$ cat config.mk
export PLATFORM = sky130hd
export DESIGN_NAME = iidl_cell
export DESIGN_NICKNAME = d
export VERILOG_FILES = /design/src/rtl/core/assert_macros.svh /design/src/rtl/core/iidl_pkg.sv /design/src/rtl/core/iidl_cell.sv
export SDC_FILE = /design/constraint.sdc
export NUM_CORES = 1
export LEC_CHECK = 0
export ABC_AREA = 1
export BUFFER_PORTS_ARGS = -buffer_cell sky130_fd_sc_hd__buf_2
export CORE_ASPECT_RATIO = 2
export CORE_UTILIZATION = 40
export DETAILED_ROUTE_END_ITERATION = 10
export PLACE_DENSITY = 0.86
export SETUP_SLACK_MARGIN = 0.02
export SLEW_MARGIN = 20
export SYNTH_ARGS = -nofsm -noshare
export SYNTH_HDL_FRONTEND = slang
export SYNTH_SLANG_ARGS = --single-unit
$ cat constraint.sdc
create_clock -name clk -period 3.5 [get_ports clk]
set_input_delay 0.35 -clock clk [delete_from_list [all_inputs] [get_ports clk]]
set_output_delay 0.35 -clock clk [all_outputs]
set_load 0.03 [all_outputs]
$ cat src/rtl/core/assert_macros.svh
// assertion macros for the indexed list rtl
// no dependencies; taken in by iidl_ctrl, the file that carries assertions
`ifndef ASSERT_MACROS_SVH
`define ASSERT_MACROS_SVH
`ifndef SYNTHESIS
// expression must hold at every edge out of reset
`define ASSERT_PROP(lbl, clk, rst_n, prop) \
    lbl: assert property (@(posedge clk) disable iff (!rst_n) (prop)) \
        else $error("assertion failed");
// consequent must hold in the cycle after the antecedent
`define ASSERT_NEXT(lbl, clk, rst_n, ante, cons) \
    lbl: assert property (@(posedge clk) disable iff (!rst_n) (ante) |=> (cons)) \
        else $error("assertion failed");
`else
`define ASSERT_PROP(lbl, clk, rst_n, prop)
`define ASSERT_NEXT(lbl, clk, rst_n, ante, cons)
`endif
`endif

$ cat src/rtl/core/iidl_pkg.sv
// types and constants for the indexed insert/delete list
// no dependencies
package iidl_pkg;

    localparam int CAPACITY_DEF      = 64;
    localparam int ELEMENT_WIDTH_DEF = 32;
    localparam int POS_W             = 7;
    localparam int DATA_W            = 32;
    localparam int COUNT_W           = 7;

    typedef enum logic [1:0] {
        REQ_INSERT = 2'd0,
        REQ_DELETE = 2'd1,
        REQ_GET    = 2'd2,
        REQ_CLEAR  = 2'd3
    } req_type_t;

    typedef enum logic [1:0] {
        ST_OK    = 2'd0,
        ST_RANGE = 2'd1,
        ST_FULL  = 2'd2
    } status_t;

    typedef enum logic [1:0] {
        OP_HOLD   = 2'd0,
        OP_INSERT = 2'd1,
        OP_DELETE = 2'd2
    } cell_op_t;

    typedef struct packed {
        req_type_t          req_type;
        logic [POS_W-1:0]   position;
        logic [DATA_W-1:0]  write_data;
    } req_t;

    typedef struct packed {
        status_t            status;
        logic [DATA_W-1:0]  read_data;
        logic [COUNT_W-1:0] count;
    } rsp_t;

    // command broadcast along the cell row
    typedef struct packed {
        cell_op_t           op;
        logic [POS_W-1:0]   position;
    } cell_cmd_t;

endpackage

$ cat src/rtl/core/iidl_cell.sv
// one list slot: holds an entry and shifts with its neighbors
// depends on iidl_pkg
module iidl_cell #(
    parameter int CAPACITY      = iidl_pkg::CAPACITY_DEF,
    parameter int ELEMENT_WIDTH = iidl_pkg::ELEMENT_WIDTH_DEF,
    parameter int INDEX         = 0
) (
    input  logic                     clk,
    input  iidl_pkg::cell_cmd_t      cmd,
    input  logic [ELEMENT_WIDTH-1:0] left_data,
    input  logic [ELEMENT_WIDTH-1:0] right_data,
    input  logic [ELEMENT_WIDTH-1:0] write_data,
    output logic [ELEMENT_WIDTH-1:0] data
);
    import iidl_pkg::*;

    localparam int IDX_W = $clog2(CAPACITY);
    localparam int CMP_W = (IDX_W > POS_W) ? IDX_W : POS_W;

    logic [ELEMENT_WIDTH-1:0] data_reg;
    logic [ELEMENT_WIDTH-1:0] data_next;
    logic [CMP_W-1:0]         index_ext;
    logic [CMP_W-1:0]         pos_ext;

    assign index_ext = CMP_W'(INDEX);
    assign pos_ext   = CMP_W'(cmd.position);

    always_comb
    begin
        data_next = data_reg;
        case (cmd.op)
            OP_INSERT:
            begin
                if (index_ext > pos_ext)
                begin
                    data_next = left_data;
                end
                else if (index_ext == pos_ext)
                begin
                    data_next = write_data;
                end
            end
            OP_DELETE:
            begin
                if (index_ext >= pos_ext)
                begin
                    data_next = right_data;
                end
            end
            default:
            begin
                data_next = data_reg;
            end
        endcase
    end

    always_ff @(posedge clk)
    begin
        data_reg <= data_next;
    end

    assign data = data_reg;

endmodule

# ---- After elaboration in Yosys (flattened, before gate mapping)
# Index checks and enable logic that the tools add are counted.
# Widths: inputs -> output; s select.
dict set report classes {
  magnitude_cmp 2
  n_eq_ne 4
  muxes 4
  n_reduce_logical 3
}
# operator n
set ops {}
lappend ops {{$mux 32} 3}
lappend ops {{$pmux 32 s2} 1}
lappend ops {{$ge 1x7->1 const A} 1}
lappend ops {{$gt 1x7->1 const A} 1}
lappend ops {{$logic_not 7->1} 1}
lappend ops {{$ne 3x3->1 const B} 1}
lappend ops {{$reduce_and 3->1} 1}
lappend ops {{$eq 2x1->1 const B} 1}
lappend ops {{$eq 2x2->1 const B} 1}
lappend ops {{$ne 2x2->1 const B} 1}
lappend ops {{$reduce_bool 2->1} 1}
dict set report totals {
  regBits 32
  inputBits 106
  output_inout_bits 32
  word_cells 14
}

# ---- Logic depth before layout (Yosys ltp)
dict set report depth {
  depth_word 4
  depth_mapped 5
  depth_no_buf 5
}

# ---- Least setup slack after synthesis
# Ideal clock, no wire load.
dict set report synth_path {
  kind {input port to flip-flop}
  start {in cmd[8] in the netlist's numbering}
  end {reg data_reg[0] (netlist: data[0]), enable pin}
  setup_ps 422
  t_arrival_ps 1988
  t_required_ps 3078
  setup_slack_ps 1091
  cell_stages 3
  path_buffers 1
  path_cell_list {buf_4 -> xnor2_1 -> nor2_1}
}
dict set report synth_via {
  elab_chain_len 3
  elab_cells_between_ends 6
  cone_classes {4 x eq/ne; 2 x reduce/logical}
}
# element line
set synth_lines {}
lappend synth_lines {{start, declared} iidl_cell.sv:9} ;# input iidl_pkg::cell_cmd_t cmd,
lappend synth_lines {{$eq 2x1->1 / $eq 2x2->1 (equally long branches)} iidl_cell.sv:31} ;# case (cmd.op)
lappend synth_lines {{$ne 3x3->1 (no line) (tied with other cells)} n/a}
lappend synth_lines {{$reduce_and 3->1 (no line) (*)} n/a}
lappend synth_lines {{end signal, assigned} iidl_cell.sv:59} ;# data_reg <= data_next;
lappend synth_lines {{end, declared} iidl_cell.sv:20} ;# logic [ELEMENT_WIDTH-1:0] data_reg;
# Every way passes the cells marked *; elsewhere a longest branch is shown, timed or not.
# A chain may end at the register's enable or synchronous reset.

# ---- Final worst setup path
dict set report layout_path {
  start {in cmd[8] in the netlist's numbering}
  end {reg data_reg[27] (netlist: data[27]), enable pin}
}
# Same word-level chain as after synthesis.

==> flow_summary.ini <==
[synth]
synth_area_sq_um = 1510
synthTopCellsByCount = 68 x nand2_1, 32 x edfxtp_1, 32 x nand3_1, 6 x inv_1
synth_top_area_share_pct = 63.5
synth_flop_cell = edfxtp_1
yosysTopAreaCell = edfxtp_1
syn_inst = 154
avgSynthCellArea_sq_um = 9.82
ys_ff_latch = 32
syn_nets = 260
synthDistinctLibCells = 12
synthTopCellsByArea = edfxtp_1 64%, nand2_1 17%, nand3_1 11%
async_flop_share_pct = 0
synth.most_common_cell = nand2_1
synth_edf_count = 32
ys_seq_area_share_pct = 63.5
yosysWarnings = 0

[worst_setup_path]
cp_max_fo = 34
cp_num_buf_inv = 2
path_class = primary input to flop
cp_cell_sequence = buf_2, buf_4, xnor2_1, nor2_4
endpoint_kind = flop
max_stage_delay_ns = 0.71
critical-path-top-delay-family = simple AND/OR/NAND/NOR gates
arrival_ns = 1.65
cp-start-kind = primary input
crit_path_top_delay_cell = nor2_4
required_ns = 3.40

[place]
place_ws_ns = 1.43
hpwl_um = 2650
port_buffers = 105
gp_congestion = 0.657

[route]
dr_total_vias = 1413
drc = 0
wl_per_cell_um = 12.1
drtIter0Drc = 28
wirelength_um = 3730
route.antenna.remaining_nets = 0
vias_per_cell = 4.60
dr.pass1.iters = 4

[cells_and_area]
synthToLayoutAreaGrowth_pct = 41.7
largest_reg_flops = 32
insertedDiodeCount = 0
drive_gt1_share_pct = 45.0
layout.nets = 363
fillers = 341

[floorplan]
start_util_pct = 41.9
fp.dieH_um = 89.0
io_pins = 138
dieArea_sq_um = 4050
core_area_sq_um = 3610
rows = 31
die_w_um = 45.5

[sta]
finalSetupTns_ns = 0
worst_slack_ns = 1.75
period_needed_ns = 1.75
rsz0062_at_grt = no
slew_headroom_pct = 41.2
worstMarginPinSlew_ns = 0.879
max_freq_mhz = 572
hold_viol = 0
maxSlewViolCount = 0
fin_crit_sh_pct = 50.0
setup_violations = 0

[clocking]
post_cts_buffers = 0
clk_root_buffer_cell = clkbuf_8
cts_buffer_depth = 2
cts.htree.levels = 2
ctsResizeCount = 0
cts.clk_slew.worst_paths_ns = 0.07
cts_sinks = 32
cts_tree = yes
holdBufCountCts = 0
cts_buffers = 5

[global_routing]
grt_max_degree = 35
grt_pass1_wl_um = 5570
antenna_found_initial = 0
grt_pass1_vias = 1343
grt-ovfl-total = 0
track_usage_pct = 19.3

[job]
cap_violations = 0

[pwr]
p_per_area_nw_per_um2 = 404
leakagePower_nw = 1.08
ir_drop_uv = 329

[hold_path]
hold_path_class = primary input to flop

[status]
status = complete, no violations
area by class of cell:
| type | count | area (sq um) | share of cell area, % |
|---|---|---|---|
| clock buffers | 6 | 72.6 | 3.39 |
| clock inverters | 2 | 35.0 | 1.63 |
| well taps | 49 | 61.3 | 2.86 |
| multi-input cells | 105 | 454 | 21.2 |
| flip-flops and latches | 32 | 961 | 44.8 |
| inverters | 7 | 26.3 | 1.23 |
| repair buffers | 106 | 533 | 24.9 |
power by group:
| part | internal, W | switching [W] |
|---|---|---|
| Clock | 0.000211 | 0.000131 |
| Combinational | 0.0000465 | 0.0000516 |
| Sequential | 0.000427 | 0.000000326 |
kinds of logic after synthesis:
logic type	share of synthesized area, %
flops	63.5
buf+inv	6.95
xor+xnor	0.579
simple gates	28.9
cell usage in the layout (no fill, tap or decap), drive strengths merged:
cell type / instances
clkinv: 1
inv: 7
bufinv: 1
xnor2: 1
nand3: 32
edfxtp: 32
nand2: 69
buf: 106
clkbuf: 6
nor2: 3
stage by stage:
| stage | hold WS, ns | total power, W | cells | util, % | instance area (sq um) |
|---|---|---|---|---|---|
| floorplan | 0.529 | 0.000490 | 154 | - | 1510 |
| global placement | 0.612 | 0.000530 | 299 | 56.4 | 2040 |
| detailed placement | 0.617 | 0.000535 | 299 | 56.4 | 2040 |
| CTS | 0.325 | 0.000881 | 307 | 59.4 | 2140 |
| global route | 0.335 | 0.000905 | 307 | 59.4 | 2140 |
| finish | 0.334 | 0.000867 | 307 | 59.4 | 2140 |
final timing paths:
kind / startpoint / end / slack [ns] / cells past startpoint
setup / recovery: cmd[8] / data[27] / 1.75 / 4
hold / removal: write_data[3] / data[3] / 0.33 / 3
per-layer routing:
layer	routed length, um	up-vias	track usage, %
met5	0	-	0
met4	112	0	10.5
met3	255	10	5.05
met2	2070	71	34.5
met1	1290	618	19.3
li1	-	714	-
Power figures use the tool's default switching activity.
